File: src/rtl/sat_pkg.sv
// Shared definitions for the sorted alarm table: operation and status codes,
// fixed field widths and the flag bundle returned by the compare unit.
// No dependencies.
`timescale 1ns / 1ps

package sat_pkg;

    localparam int KIND_W     = 3;
    localparam int DEADLINE_W = 32;
    localparam int KEY_W      = 64;
    localparam int STATUS_W   = 2;
    localparam int FOUND_W    = 6;
    localparam int COUNT_W    = 7;

    localparam logic [KIND_W-1:0] KIND_CLEAR      = 3'd0;
    localparam logic [KIND_W-1:0] KIND_INSERT     = 3'd1;
    localparam logic [KIND_W-1:0] KIND_FIND       = 3'd2;
    localparam logic [KIND_W-1:0] KIND_REMOVE     = 3'd3;
    localparam logic [KIND_W-1:0] KIND_REMOVE_ALL = 3'd4;

    localparam logic [STATUS_W-1:0] STATUS_OK       = 2'd0;
    localparam logic [STATUS_W-1:0] STATUS_FULL     = 2'd1;
    localparam logic [STATUS_W-1:0] STATUS_NO_MATCH = 2'd2;

    // Result of comparing one stored entry against the operation's operands.
    typedef struct packed {
        logic dl_gt;   // stored deadline is later than the new one
        logic key_eq;  // stored key equals the operation key
    } cmp_flags_t;

endpackage

File: src/rtl/sat_cmp.sv
// Shared compare unit: deadline ordering and key equality for one entry.
// Depends on sat_pkg.
`timescale 1ns / 1ps

module sat_cmp
    import sat_pkg::*;
#(
    parameter int TIME_BITS = 32
) (
    input  logic [TIME_BITS-1:0] entry_deadline,
    input  logic [KEY_W-1:0]     entry_key,
    input  logic [TIME_BITS-1:0] op_deadline,
    input  logic [KEY_W-1:0]     op_key,
    output cmp_flags_t           flags
);

    always_comb
    begin
        flags.dl_gt  = entry_deadline > op_deadline;
        flags.key_eq = entry_key == op_key;
    end

endmodule

File: config.mk
export PLATFORM = sky130hd
export DESIGN_NAME = sat_cmp
export DESIGN_NICKNAME = d
export VERILOG_FILES = /design/src/rtl/sat_pkg.sv /design/src/rtl/sat_cmp.sv
export SDC_FILE = /design/constraint.sdc
export NUM_CORES = 1
export LEC_CHECK = 0
export ABC_AREA = 0
export ABC_CLOCK_PERIOD_IN_PS = 7800
export BUFFER_PORTS_ARGS = -buffer_cell sky130_fd_sc_hd__clkbuf_2
export CORE_MARGIN = 2
export CORE_UTILIZATION = 30
export DETAILED_ROUTE_END_ITERATION = 8
export PLACE_DENSITY_LB_ADDON = 0.25
export SETUP_SLACK_MARGIN = 0.3
export SYNTH_ARGS = -nofsm -noshare
export SYNTH_HDL_FRONTEND = slang
export SYNTH_SLANG_ARGS = --single-unit
File: constraint.sdc
create_clock -name vclk -period 7.8
set_clock_uncertainty 0.1 [all_clocks]
set_input_delay 1.95 -clock vclk [all_inputs]
set_output_delay 1.95 -clock vclk [all_outputs]
set_load 0.1 [all_outputs]
After elaboration in Yosys (flattened, before gate mapping) --
Index checks and enable logic that the tools add are counted.
Storage, ports and cells: input bits 192, bits in latches 0, memories 0, register bits after elaboration 0, bits in read-only memories 0, word-level logic and storage cells 2, RAM bits 0
Operators by class: multipliers 0, mux-type cells 0, bitwise logic cells 0, add/sub/neg operators 0, reductions and logical operators 0, eq/ne operators 1, div/mod/pow operators 0, $lt $le $gt $ge 1, shift-type cells 0
Operators by type and width (number):
- == test 64 bit | 1
- greater-than comparator 32 bit | 1

Logic depth before layout (Yosys ltp) --
word-level depth 1, depth in mapped cells 7, depth with buffers taken out 7

Worst setup path before layout --
No wires, ideal clock.
path type input to output, from input op_key[0], to output flags[0] (netlist bit), stages on the path 4, buffers on the path 0, path slack 0.342 ns, data arrival time 5.408 ns, cell sequence xor2_1 nor4_1 nand4_1 nor4_1
RTL lines:
- start: declaration | RTL line sat_cmp.sv:13 | input logic [KEY_W-1:0] op_key,
- end: declaration | RTL line sat_cmp.sv:14 | output cmp_flags_t flags

==> flow_summary.yaml <==
final_layout:
  num_antenna_cells: 0
  final_common_cell: "clkbuf_2"
  fillCellCount: 479
  final_layout_size_suffix_gt1_share_pct: 49.87
  final_cell_mix: "clkbuf_2, xor2_1, inv_1, ha_1, nor4_1"
  area_delta_synth_final_pct: 70.43
  clock_buffers: 0
  regArea_um2: 0
  fin_util_pct: 53.68
  nFlopsAndLatches: 0
  fin_nets: 617
grt:
  overflow: 0
  track_usage_pct: 17.47
  grt_antenna_before_repair: 0
  grt_pass1_vias: 1979
  grt_max_degree: 4
  grt_pass1_wl_mm: 7.845
sta:
  finalHoldViolations: 0
  fmax_mhz: 169.2
  slew_violations: 0
  tns_ns: 0
  fin_hold_ws_ns: 4.532
  setup_viol: 0
  min_period_ns: 5.912
  fin_ws_ns: 1.888
  max_slew_margin_pct: 63.28
  rsz0062_at_grt: "false"
  finalCritPeriodShare_pct: 75.79
  worst_slew_pin_slew_ns: 0.5532
min_path:
  hold_path_depth: 6
  hold_start: "entry_key[3]"
  hold_class: "in -> out"
critical_path:
  critical_path_class: "in -> out"
  arrival_ns: 3.86
  crit_path_end_kind: "output port"
  crit_path_start: "op_deadline[14]"
  crit_fanout: 3
  worstPathRequired_ns: 5.75
  start_kind: "input port"
clock_network:
  cts_hold_buf: 0
  cts.repair.resized: 0
  cts_setup_buffers: 0
routing:
  drtIter0Drc: 46
  drt_wl_total_mm: 5.329
  drc_errors: 0
  viasPerCell: 4.415
  final_antenna_net_count: 0
  dr.pass1.iters: 4
  vias: 2022
  wl_per_cell_um: 11.64
run:
  maxCapViolations: 0
floorplan:
  core_region_area_mm2: 0.004755
  dieHeight_um: 74.66
  die_w_um: 74.66
  pin_count: 194
  fp-row-count: 25
  start_util_pct: 31.50
  die_area_mm2: 0.005573
logic_synthesis:
  synth_top_area_share_pct: 37.43
  syn_inst: 197
  muxShareOfSynthArea_pct: 0
  yosys.area_share.simple_pct: 17.46
  synthesis.nets: 421
  yosys_warnings: 0
  synth_top_family_by_area: "XOR/XNOR gates"
  synth_compound_area_share_pct: 10.36
  synth-seq-area-share_pct: 0
  synth_area_leaders: "xor2_1, ha_1, inv_1, nor4_1, a21oi_1"
  synth_top_area_cell: "xor2_1"
  yosys.cell_types.count: 20
  synthAdderAreaFrac_pct: 26.73
  syn_area_mm2: 0.001498
  avgSynthCellArea_um2: 7.602
  synth_xor_area_share_pct: 37.43
placement:
  dp_slack_ns: 1.892
  finalWeightedCongestion: 0.8174
  hpwl_mm: 5.303
  numPortBuffers: 194
power_and_ir_drop:
  p_leak_nw: 1.597
  power.density_mw_per_mm2: 46.46
  finalPower_uw: 118.6
  ir_worst_vdd_v: 0.00002248
status:
  status: "completed"
## Yosys cell counts
library cell and instances:
xor2_1 64, ha_1 32, inv_1 32, nor4_1 18, a21oi_1 13, nand4_1 9
nand2_1 6, nand3_1 5, nor2_1 3, a21boi_0 2, a21o_1 2, a221o_1 2
and4_1 2, a2111oi_2 1, nor2b_1 1, nor4bb_1 1, o211ai_1 1, o21ai_0 1
o21ai_1 1, o31ai_1 1
## final cells by class
cell class | instances | area (µm²) | area share (%)
timing repair buffer | 194 | 970.9 | 38.04
multi-input combinational | 165 | 1378 | 53.97
inverter | 32 | 120.1 | 4.706
tap | 67 | 83.83 | 3.284
## report_power, final
part	leakage, nW	internal [mW]	total (mW)	switching [mW]
registers	0	0	0	0
logic	1.60	0.0656	0.119	0.0530
clock network	0	0	0	0
## final timing paths
kind | slack [ns] | end
worst max-delay path | 1.89 | flags[1]
worst min-delay path | 4.53 | flags[0]
## layer usage
| metal | track usage (%) | wire (µm) | part of all wire (%) | vias to the layer above |
|---|---|---|---|---|
| met5 | 0 | 0 | 0 | - |
| met3 | 2.677 | 437 | 8.2 | 4 |
| met1 | 19.73 | 1990 | 37 | 850 |
| met2 | 35.59 | 2874 | 54 | 92 |
| met4 | 0.9921 | 27 | 0.51 | 0 |
| li1 | - | - | - | 1076 |
## through the flow
stage,cells,instance area (µm²)
after floorplan,197,1498
after global placement,458,2552
after detailed placement,458,2552
after CTS,458,2552
after global routing,458,2552
final,458,2552
## critical path, cell delays in order
cell,delay (ns)
clkbuf_2,0.07
inv_1,0.03
ha_1,0.30
nand4_1,0.16
nor4_1,0.39
a21boi_0,0.25
o31ai_1,0.09
a21oi_1,0.15
clkbuf_2,0.47
## cell families after synthesis
group / count (synthesis)
XOR/XNOR: 64
buffers and inverters: 32
AO/OA/AOI/OAI: 24
adder cells (fa/ha/maj): 32
AND/OR/NAND/NOR: 45
No activity file was read; power rests on OpenSTA's default activity.
